===== src/fqs_pkg.sv =====
// shared constants, codes and types of the searchable queue
package fqs_pkg;

  localparam int unsigned DEPTH  = 16;
  localparam int unsigned WORD_W = 32;
  localparam int unsigned DATA_W = 32;
  localparam int unsigned POS_W  = 5;
  localparam int unsigned IDX_W  = $clog2(DEPTH);
  localparam int unsigned CNT_W  = $clog2(DEPTH + 1);

  typedef enum logic [1:0] {
    MODE_ENQ    = 2'd0,
    MODE_DEQ    = 2'd1,
    MODE_FIND   = 2'd2,
    MODE_SEARCH = 2'd3
  } mode_e;

  typedef enum logic [2:0] {
    ST_OK       = 3'd0,
    ST_EMPTY    = 3'd1,
    ST_BADPOS   = 3'd2,
    ST_FULL     = 3'd3,
    ST_NOTFOUND = 3'd4
  } status_e;

  typedef struct packed {
    logic signed [DATA_W-1:0] data_out;
    logic [POS_W-1:0]         match_position;
    status_e                  status;
    logic                     is_empty;
    logic [POS_W-1:0]         occupancy;
  } rsp_t;

endpackage


===== src/fqs_if.sv =====
// command and response channel interfaces
interface fqs_cmd_if import fqs_pkg::*; ();
  logic                     valid;
  logic                     ready;
  mode_e                    mode;
  logic signed [DATA_W-1:0] value;
  logic [POS_W-1:0]         position;

  modport source (output valid, mode, value, position, input ready);
  modport sink (input valid, mode, value, position, output ready);
endinterface

interface fqs_rsp_if import fqs_pkg::*; ();
  logic                     valid;
  logic                     ready;
  logic signed [DATA_W-1:0] data_out;
  logic [POS_W-1:0]         match_position;
  status_e                  status;
  logic                     is_empty;
  logic [POS_W-1:0]         occupancy;

  modport source (output valid, data_out, match_position, status, is_empty, occupancy,
                  input ready);
  modport sink (input valid, data_out, match_position, status, is_empty, occupancy,
                output ready);
endinterface


===== src/fqs_ctrl.sv =====
// entry memory, queue pointers and the command sequencer
module fqs_ctrl import fqs_pkg::*; (
  input  logic       clk_i,
  input  logic       rst_ni,
  fqs_cmd_if.sink    cmd_i,
  output logic       push_valid_o,
  input  logic       push_ready_i,
  output rsp_t       push_o
);

  localparam int unsigned CMP_W = (POS_W > CNT_W) ? POS_W : CNT_W;

  typedef enum logic [3:0] {
    S_IDLE   = 4'b0001,
    S_READ   = 4'b0010,
    S_SEARCH = 4'b0100,
    S_PUSH   = 4'b1000
  } state_e;

  function automatic logic [IDX_W-1:0] next_slot(input logic [IDX_W-1:0] idx);
    next_slot = (idx == IDX_W'(DEPTH - 1)) ? '0 : idx + 1'b1;
  endfunction

  // slot of the word at offset off from base, off up to DEPTH
  function automatic logic [IDX_W-1:0] slot_at(input logic [IDX_W-1:0] base,
                                               input logic [CNT_W-1:0] off);
    logic [IDX_W:0] s;
    s = (IDX_W + 1)'(base) + (IDX_W + 1)'(off);
    if (s >= (IDX_W + 1)'(DEPTH)) s = s - (IDX_W + 1)'(DEPTH);
    slot_at = s[IDX_W-1:0];
  endfunction

  state_e                   state_q, state_d;
  logic [IDX_W-1:0]         head_q, head_d;
  logic [IDX_W-1:0]         tail_q, tail_d;
  logic [CNT_W-1:0]         count_q, count_d;
  logic [CNT_W-1:0]         k_q, k_d;
  logic                     pend_q, pend_d;
  logic [WORD_W-1:0]        key_q, key_d;
  logic signed [DATA_W-1:0] data_q, data_d;
  logic [POS_W-1:0]         match_q, match_d;
  status_e                  status_q, status_d;

  logic [WORD_W-1:0] mem [DEPTH];
  logic [WORD_W-1:0] rdata_q;
  logic              mem_we;
  logic [IDX_W-1:0]  mem_addr;
  logic              acc;

  assign cmd_i.ready = (state_q == S_IDLE);
  assign acc         = cmd_i.valid && cmd_i.ready;

  always_comb begin
    state_d  = state_q;
    head_d   = head_q;
    tail_d   = tail_q;
    count_d  = count_q;
    k_d      = k_q;
    pend_d   = 1'b0;
    key_d    = key_q;
    data_d   = data_q;
    match_d  = match_q;
    status_d = status_q;
    mem_we   = 1'b0;
    mem_addr = head_q;
    unique case (state_q)
      S_IDLE: begin
        if (acc) begin
          data_d   = '0;
          match_d  = '0;
          status_d = ST_OK;
          unique case (cmd_i.mode)
            MODE_ENQ: begin
              state_d = S_PUSH;
              if (count_q == CNT_W'(DEPTH)) begin
                status_d = ST_FULL;
              end else begin
                mem_we   = 1'b1;
                mem_addr = tail_q;
                tail_d   = next_slot(tail_q);
                count_d  = count_q + 1'b1;
              end
            end
            MODE_DEQ: begin
              if (count_q == '0) begin
                status_d = ST_EMPTY;
                state_d  = S_PUSH;
              end else begin
                mem_addr = head_q;
                head_d   = next_slot(head_q);
                count_d  = count_q - 1'b1;
                state_d  = S_READ;
              end
            end
            MODE_FIND: begin
              if (cmd_i.position == '0 ||
                  CMP_W'(cmd_i.position) > CMP_W'(count_q)) begin
                status_d = ST_BADPOS;
                state_d  = S_PUSH;
              end else begin
                mem_addr = slot_at(head_q, CNT_W'(cmd_i.position - 1'b1));
                state_d  = S_READ;
              end
            end
            MODE_SEARCH: begin
              key_d   = cmd_i.value[WORD_W-1:0];
              k_d     = '0;
              state_d = S_SEARCH;
            end
          endcase
        end
      end
      S_READ: begin
        data_d  = DATA_W'(rdata_q);
        state_d = S_PUSH;
      end
      S_SEARCH: begin
        // k_q reads are issued; the one in flight is entry k_q - 1
        if (pend_q && rdata_q == key_q) begin
          match_d = POS_W'(k_q);
          state_d = S_PUSH;
        end else if (k_q < count_q) begin
          mem_addr = slot_at(head_q, k_q);
          k_d      = k_q + 1'b1;
          pend_d   = 1'b1;
        end else begin
          status_d = ST_NOTFOUND;
          state_d  = S_PUSH;
        end
      end
      S_PUSH: begin
        if (push_ready_i) state_d = S_IDLE;
      end
      default: state_d = S_IDLE;
    endcase
  end

  always_ff @(posedge clk_i) begin
    if (mem_we) mem[mem_addr] <= cmd_i.value[WORD_W-1:0];
    rdata_q <= mem[mem_addr];
  end

  always_ff @(posedge clk_i or negedge rst_ni) begin
    if (!rst_ni) begin
      state_q <= S_IDLE;
      head_q  <= '0;
      tail_q  <= '0;
      count_q <= '0;
      k_q     <= '0;
      pend_q  <= 1'b0;
    end else begin
      state_q <= state_d;
      head_q  <= head_d;
      tail_q  <= tail_d;
      count_q <= count_d;
      k_q     <= k_d;
      pend_q  <= pend_d;
    end
  end

  always_ff @(posedge clk_i) begin
    key_q    <= key_d;
    data_q   <= data_d;
    match_q  <= match_d;
    status_q <= status_d;
  end

  assign push_valid_o          = (state_q == S_PUSH);
  assign push_o.data_out       = data_q;
  assign push_o.match_position = match_q;
  assign push_o.status         = status_q;
  assign push_o.is_empty       = (count_q == '0);
  assign push_o.occupancy      = POS_W'(count_q);

  a_count_bound: assert property (@(posedge clk_i) disable iff (!rst_ni)
    count_q <= CNT_W'(DEPTH))
    else $error("occupancy above queue depth");

  a_ptr_consistent: assert property (@(posedge clk_i) disable iff (!rst_ni)
    slot_at(head_q, count_q) == tail_q)
    else $error("head, tail and occupancy disagree");

  a_count_on_accept: assert property (@(posedge clk_i) disable iff (!rst_ni)
    !$stable(count_q) |-> $past(acc))
    else $error("occupancy changed without an accepted command");

  a_pend_has_issue: assert property (@(posedge clk_i) disable iff (!rst_ni)
    (state_q == S_SEARCH && pend_q) |-> (k_q != '0))
    else $error("search compare without an issued read");

endmodule


===== src/fifo_queue_with_search_core.sv =====
// top level of the fifo queue with indexed peek and search
//
// commands arrive on cmd_i (valid/ready); a word is taken when both are high.
// mode selects enqueue, dequeue, find by 1-based position or search by value.
// each command gives exactly one response word on rsp_o with data, match
// position, status, and the emptiness and occupancy after the command.
// entries live in a single-port memory with a registered read.
// path from accept to the response on rsp_o:
//   enqueue and rejected commands: straight to the push state
//   dequeue and find: one memory read, then the push state
//   search: one entry compared per memory read, until a match or the occupancy is used up
// a new command is taken as soon as the response is handed to the output register.
// a response waiting in the output register does not block the next command;
// a second finished response waits in the sequencer until rsp_o is free.
// reset empties the queue; stored words are not cleared and are never read
// before being written.
module fifo_queue_with_search_core import fqs_pkg::*; (
  input  logic      clk_i,
  input  logic      rst_ni,
  fqs_cmd_if.sink   cmd_i,
  fqs_rsp_if.source rsp_o
);

  logic push_valid;
  logic push_ready;
  rsp_t push;
  logic out_valid_q;
  rsp_t out_q;

  fqs_ctrl u_ctrl (
    .clk_i        (clk_i),
    .rst_ni       (rst_ni),
    .cmd_i        (cmd_i),
    .push_valid_o (push_valid),
    .push_ready_i (push_ready),
    .push_o       (push)
  );

  // output register frees when empty or being taken this cycle
  assign push_ready = !out_valid_q || rsp_o.ready;

  always_ff @(posedge clk_i or negedge rst_ni) begin
    if (!rst_ni) begin
      out_valid_q <= 1'b0;
    end else if (push_valid && push_ready) begin
      out_valid_q <= 1'b1;
    end else if (rsp_o.ready) begin
      out_valid_q <= 1'b0;
    end
  end

  always_ff @(posedge clk_i) begin
    if (push_valid && push_ready) out_q <= push;
  end

  assign rsp_o.valid          = out_valid_q;
  assign rsp_o.data_out       = out_q.data_out;
  assign rsp_o.match_position = out_q.match_position;
  assign rsp_o.status         = out_q.status;
  assign rsp_o.is_empty       = out_q.is_empty;
  assign rsp_o.occupancy      = out_q.occupancy;

endmodule


===== src/flat_wrapper.sv =====
// flat-port wrapper written by rule: the top's interface ports become plain ports
module fifo_queue_with_search_core_flat import fqs_pkg::*;
  (clk_i, rst_ni, cmd_i_valid, cmd_i_mode, cmd_i_value, cmd_i_position, cmd_i_ready, rsp_o_valid, rsp_o_data_out, rsp_o_match_position, rsp_o_status, rsp_o_is_empty, rsp_o_occupancy, rsp_o_ready);
  fqs_cmd_if cmd_i_i ();
  fqs_rsp_if rsp_o_i ();
  input  logic clk_i;
  input  logic rst_ni;
  input wire logic [$bits(cmd_i_i.valid)-1:0] cmd_i_valid;
  input wire logic [$bits(cmd_i_i.mode)-1:0] cmd_i_mode;
  input wire logic [$bits(cmd_i_i.value)-1:0] cmd_i_value;
  input wire logic [$bits(cmd_i_i.position)-1:0] cmd_i_position;
  output wire logic [$bits(cmd_i_i.ready)-1:0] cmd_i_ready;
  output wire logic [$bits(rsp_o_i.valid)-1:0] rsp_o_valid;
  output wire logic [$bits(rsp_o_i.data_out)-1:0] rsp_o_data_out;
  output wire logic [$bits(rsp_o_i.match_position)-1:0] rsp_o_match_position;
  output wire logic [$bits(rsp_o_i.status)-1:0] rsp_o_status;
  output wire logic [$bits(rsp_o_i.is_empty)-1:0] rsp_o_is_empty;
  output wire logic [$bits(rsp_o_i.occupancy)-1:0] rsp_o_occupancy;
  input wire logic [$bits(rsp_o_i.ready)-1:0] rsp_o_ready;
  assign cmd_i_i.valid = cmd_i_valid;
  assign cmd_i_i.mode = cmd_i_mode;
  assign cmd_i_i.value = cmd_i_value;
  assign cmd_i_i.position = cmd_i_position;
  assign cmd_i_ready = cmd_i_i.ready;
  assign rsp_o_valid = rsp_o_i.valid;
  assign rsp_o_data_out = rsp_o_i.data_out;
  assign rsp_o_match_position = rsp_o_i.match_position;
  assign rsp_o_status = rsp_o_i.status;
  assign rsp_o_is_empty = rsp_o_i.is_empty;
  assign rsp_o_occupancy = rsp_o_i.occupancy;
  assign rsp_o_i.ready = rsp_o_ready;
  fifo_queue_with_search_core u_core (.clk_i(clk_i), .rst_ni(rst_ni), .cmd_i(cmd_i_i), .rsp_o(rsp_o_i));
endmodule

===== config.mk =====
export PLATFORM = sky130hd
export DESIGN_NAME = fifo_queue_with_search_core_flat
export DESIGN_NICKNAME = d
export VERILOG_FILES = /design/src/fqs_pkg.sv /design/src/fqs_if.sv /design/src/fqs_ctrl.sv /design/src/fifo_queue_with_search_core.sv /design/src/flat_wrapper.sv
export SDC_FILE = /design/constraint.sdc
export NUM_CORES = 1
export LEC_CHECK = 0
export ABC_AREA = 1
export BUFFER_PORTS_ARGS = -buffer_cell sky130_fd_sc_hd__buf_2
export CORE_ASPECT_RATIO = 1.5
export CORE_MARGIN = 1
export CORE_UTILIZATION = 56
export CTS_BUF_LIST = sky130_fd_sc_hd__clkbuf_8
export CTS_CLUSTER_SIZE = 28
export DETAILED_ROUTE_END_ITERATION = 12
export PLACE_DENSITY = 0.76
export SLEW_MARGIN = 15
export SYNTH_ARGS = -nofsm -noshare
export SYNTH_HDL_FRONTEND = slang
export SYNTH_SLANG_ARGS = --single-unit

===== constraint.sdc =====
create_clock -name clk_i -period 9.02 [get_ports clk_i]
set_input_delay 0 -clock clk_i [delete_from_list [all_inputs] [get_ports clk_i]]
set_output_delay 0 -clock clk_i [all_outputs]
set_load 0.03 [all_outputs]

# Word level (Yosys, flattened, before mapping)
# Memories as Yosys holds them, arrays and structs flattened. A register that Yosys moved wholly into a read port is not among the register bits.
# Cells that the tools add are included.
[word_totals] reg_bits=142 ramBits=512 output_inout_bits=48 memories=1
[op_classes] add_sub_neg=10 order_cmp=4 n_eq_ne=21 mux=51 bitwise=2 reduce_logical=22
[memory_table] name="u_core.u_ctrl.mem" words=16 width=32 read_ports=1 rd_ports_with_merged_regs=1 write_ports=1 line="fqs_ctrl.sv:44" source="logic [WORD_W-1:0] mem [DEPTH];"
[ops] cell="case mux 32 bit (2 select lines)" n=1
[ops] cell="two-way mux 4 bit" n=15
[ops] cell="two-way mux 5 bit" n=8
[ops] cell="equality test 32 bit" n=1
[ops] cell="two-way mux 32 bit" n=1
[ops] cell="case mux 4 bit (4 select lines)" n=2
[ops] cell="case mux 5 bit (2 select lines)" n=3
[ops] cell="case mux 4 bit (2 select lines)" n=2
[ops] cell="!= test 2 bit (second input constant)" n=7
[ops] cell="equality test 4 bit (second input constant)" n=3
[ops] cell="two-way mux 1 bit" n=12
[ops] cell="AND reduction 4 bit" n=3
[ops] cell="adder 4 x 5 -> 5 bit" n=2
[ops] cell="adder 5 x 1 -> 5 bit (second input constant)" n=2
[ops] cell=">= comparator 5 bit (second input constant)" n=2
[ops] cell="logical NOT 5 bit" n=2
[ops] cell="AND reduction 5 bit" n=2
[ops] cell="subtractor 5 x 1 -> 5 bit (second input constant)" n=2
[ops] cell="two-way mux 3 bit" n=3
[ops] cell="AND reduction 3 bit" n=3
[ops] cell="adder 4 x 1 -> 4 bit (second input constant)" n=2
[ops] cell="nonzero test 2 bit" n=4
[ops] cell="subtractor 4 x 1 -> 4 bit (second input constant)" n=2
[ops] cell="case mux 2 bit (3 select lines)" n=1
[ops] cell="other kinds (18)" n=25

# Logic depth before layout (Yosys ltp)
[logic_depth] ltp_word=8 depth_mapped=24

# By module
# A second synthesis with hierarchy kept.
[unflattened] cells_unflattened=2768 area_unflattened_um2=28904.0
[modules_own_cells] module="fqs_ctrl" n_inst=1 cells_each=2716 area_per_inst_um2=27477.6 seq_area_each_um2=18754.2
[modules_own_cells] module="fifo_queue_with_search_core" n_inst=1 cells_each=52 area_per_inst_um2=1426.4 seq_area_each_um2=1406.3

# Worst setup path before layout
# No wires, ideal clock.
[synth_path] kind="register to register" start="register u_core.u_ctrl.state_q[0]" end="register u_core.u_ctrl.k_q[4]" setup_ps=260 arrival_time_ps=4452 path_slack_ps=4308 path_stages_with_launch=10 n_path_buf=0 period_less_slack_ps=4712 path_cell_list="dfstp_2 -> inv_1 -> nor4_4 -> nand2_4 -> nor3_1 -> nor2_1 -> inv_1 -> nand3_1 -> nor3_1 -> nor3b_1"
[synth_between] elab_chain_len=4 word_cells_on_any_way=10
[synth_rtl] item="start: declaration" line="fqs_ctrl.sv:33" source="state_e state_q, state_d;"
[synth_rtl] item="start signal: assignment" line="fqs_ctrl.sv:152" source="state_q <= state_d;"
[synth_rtl] item="equality test 4 x 1 -> 1 bit *" line="fqs_ctrl.sv:50" source="assign cmd_i.ready = (state_q == S_IDLE);"
[synth_rtl] item="named net cmd_i_ready" line="flat_wrapper.sv:12" source="output wire logic [$bits(cmd_i_i.ready)-1:0] cmd_i_ready;"
[synth_rtl] item="logical AND 1 bit" line="fqs_ctrl.sv:51" source="assign acc = cmd_i.valid && cmd_i.ready;"
[synth_rtl] item="!= test 2 x 1 -> 1 bit (no line)"
[synth_rtl] item="AND reduction 5 bit (no line)"
[synth_rtl] item="end signal: assignment" line="fqs_ctrl.sv:156" source="k_q <= k_d;"
[synth_rtl] item="end: declaration" line="fqs_ctrl.sv:37" source="logic [CNT_W-1:0] k_q, k_d;"
# Mark *: on every way through the listed nets, which the timed path passes. The rest lies on a longest branch.
# A chain may end at the register's enable or synchronous reset.

# Worst setup path in the final report
[layout_path] start="register u_core.u_ctrl.count_q[2]" end="memory u_core.u_ctrl.mem[10][21] (enable)"
[layout_between] elab_chain_len=7 word_cells_on_any_way=17
[layout_rtl] item="start: declaration" line="fqs_ctrl.sv:36" source="logic [CNT_W-1:0] count_q, count_d;"
[layout_rtl] item="start signal: assignment" line="fqs_ctrl.sv:155" source="count_q <= count_d;"
[layout_rtl] item="branches (longest 7 deep; another with greater-than comparator 5 bit)"
[layout_rtl] item="end: declaration" line="fqs_ctrl.sv:44"
# Several ways; the timed one is not identified.

==> results.toml <==
[power_and_ir_drop]
irDropWorstVdd_uv = 389
leakagePower_nw = 13.7
power.density_nw_per_um2 = 383

[finish]
nNetsFinal = 2998
multi_input_area_sq_um = 7840
nFillCells = 3962
syn2layout_area_growth_pct = 11.6
drive_gt1_frac = 0.0971
finish.instance_area_sq_um = 32600
regArea_sq_um = 20200

[grt]
grt_pass1_vias = 20300
grt_pass1_wl_um = 112000
antenna_found_initial = 1
gr-total-overflow = 0
grtUsageTotal = 0.278
grt_max_degree = 96

[clock_tree]
htree_num_levels = 3
clk_pin_slew_ps = 70
cts-root-buf = "clkbuf_8"
cts_made_buffers = 94
ctsHoldBuffers = 41
post_cts_resized = 0
postCtsSetupBuffers = 0
insertion_delay_ps = 670
clock-sinks = 686
cts_tree = "yes"
clk_path_buf_depth = 3

[yosys]
ys_top_cells_by_area = "edfxtp_1 (65%), nand2_1 (16%), nand3_1 (4.8%)"
yosys.area.top_type = "edfxtp_1"
yosys_warnings = 0
synth_most_common_cell = "nand2_1"
synth_cell_types = 42
yosysTopAreaCellShare = 0.648
synthArstFlopShare = 0.0350
synth_area_per_cell_sq_um = 10.4
synthFlopType = "edfxtp_1"
synth-seq-cells = 686
ys_seq_area_frac = 0.690
synth_nets = 2864
synthesis.instances = 2796
synth_common_cells = "nand2_1 (1271), edfxtp_1 (630), nand3_1 (282)"
syn_area_sq_um = 29200
synth_edf_count = 630

[floorplanning]
initial_core_util = 0.566
fp.dieW_um = 188
dieArea_sq_um = 53100
die_h_um = 282
rows = 102
coreArea_sq_um = 51600
boundaryPins = 91

[place]
port_buffers = 90
gp_congestion = 0.849
place_area_sq_um = 30400
place_ws_ps = 3590
dpl.hpwl_um = 42700

[sta]
max_slew_margin = 0.281
finalHoldViolCount = 0
rsz0062_at_grt = "no"
fin_crit_sh = 0.597
max_freq_mhz = 186
min_period_ps = 5390
report.final.slew_viol_count = 0
fin_tns_setup_ps = 0
worst_pin_slew_ps = 1080
fin_ws_ps = 3630
skew_ps = 21.9
setup_viol = 0

[worst_setup_path]
arrival_ps = 5710
start_kind = "flop"
worstPathRequired_ps = 9340
cp_max_fo = 65
criticalPathCategory = "reg -> reg"
cp-startpoint = "u_core.u_ctrl.count_q[2]"
worstReg2RegStart = "u_core.u_ctrl.count_q[2]"
worstSetupEndpointType = "flop"

[status]
status = "complete, no violations"

[job]
drv_cap = 0

[drt]
via_per_inst = 5.54
drt_iter0_drc = 2059
dr.pass1.iters = 6
vias = 20400
wl_per_cell_um = 19.8
drc = 0
drt-total-wl_um = 72900
ant_nets = 0

[worst_hold_path]
worstHoldStart = "cmd_i_position[4]"
hold_path_class = "in -> reg"
layout by cell type (no fill, tap or decap), types with 4 or more instances in the layout:
cell type / synthesis / layout
nand4_1: 11 / 11
bufinv_16: 0 / 4
inv_2: 5 / 5
clkbuf_8: 0 / 99
xnor2_1: 11 / 11
clkinv_2: 0 / 18
dfxtp_1: 32 / 32
nor2_1: 113 / 95
dfrtp_1: 23 / 23
buf_4: 31 / 28
clkinv_1: 35 / 63
nand2_1: 1271 / 1268
buf_16: 0 / 4
buf_2: 80 / 90
ha_1: 22 / 22
nor3_1: 10 / 9
nor2_4: 1 / 20
a21oi_1: 21 / 21
nand3_1: 282 / 282
xor2_1: 7 / 7
o21ai_0: 20 / 20
inv_1: 144 / 163
buf_12: 0 / 4
dlygate4sd3_1: 0 / 40
edfxtp_1: 630 / 630
area by class of cell:
cell class                 count  share of cell area
tap                          676              0.0260
inverter                     184              0.0213
antenna                        1           0.0000768
multi-input combinational   1798               0.241
timing repair buffer         166              0.0384
clock buffer                  99              0.0418
sequential                   686               0.619
clock inverter                75              0.0133
flip-flops by register name, summed over array words and instances (netlist names):
register and flops:
u_core.rsp_o.match_position 5, u_core.u_ctrl.data_q 32, u_core.u_ctrl.count_q 5, u_core.u_ctrl.mem 512, u_core.u_ctrl.k_q 5, u_core.rsp_o.status 3, u_core.u_ctrl.state_q 4, u_core.u_ctrl.rdata_q 32
u_core.u_ctrl.tail_q 4, u_core.rsp_o.is_empty 1, u_core.rsp_o.occupancy 5, u_core.u_ctrl.status_q 3, u_core.u_ctrl.key_q 32, u_core.rsp_o.valid 1, u_core.u_ctrl.head_q 4, u_core.u_ctrl.pend_q 1
u_core.rsp_o.data_out 32, u_core.u_ctrl.match_q 5
path summary, 6_finish.rpt:
kind                                                  end  slack (ps)  cells past startpoint
worst max-delay path            u_core.u_ctrl.mem[10][21]        3630                     18
min in group asynchronous        u_core.u_ctrl.count_q[4]         450                      4
worst max register to register  u_core.u_ctrl.mem[10][21]        3630                     18
max in group asynchronous            u_core.u_ctrl.k_q[0]        8400                      4
worst min register to register  u_core.rsp_o.data_out[26]         420                      0
worst min-delay path            u_core.u_ctrl.status_q[1]          40                      6
where the power goes:
group / internal, W / switching, W
clock network: 0.00114 / 0.00115
logic: 0.00166 / 0.00453
registers: 0.00385 / 0.000171
total: 0.00665 / 0.00585
metal layers:
metal	part of all wire	global-route usage	up-vias
met2	0.51	0.488	1005
met4	0.044	0.145	0
met5	0	0	-
met3	0.078	0.0437	215
li1	-	-	9490
met1	0.36	0.331	9703
per-stage QoR:
step | cells | power (W) | util | hold slack [ps]
after floorplan | 2796 | 0.00864 | - | -296
after global placement | 3462 | 0.0100 | 0.586 | 51.5
after detailed placement | 3469 | 0.0102 | 0.589 | 52.1
after CTS | 3684 | 0.0125 | 0.632 | 4.83
after global routing | 3685 | 0.0134 | 0.632 | 99.0
final | 3685 | 0.0125 | 0.632 | 44.5
critical path: stages (launching register included):
cell and delay [ps]:
dfrtp_1 400, inv_1 210, ha_1 300, nand2_1 70
nand2_1 50, nand2_1 50, nand3_1 70, nand2_1 100
nand2_1 100, nor2_1 170, nand2_1 90, o21ai_0 100
a21oi_1 100, nand3_1 140, nand2_4 350, inv_4 770
nand4_1 650, nor2_4 770, buf_4 470
cell families after synthesis:
kind of cell               count (synthesis)  synth area share
AOI/OAI and AO/OA                         52           0.00981
xor gates and xnor gates                  18           0.00540
adders and majority gates                 25            0.0115
buffers and inverters                    312            0.0478
DFF                                      686             0.690
and+or+nand+nor                         1703             0.235
(Power assumes the default switching activity.)
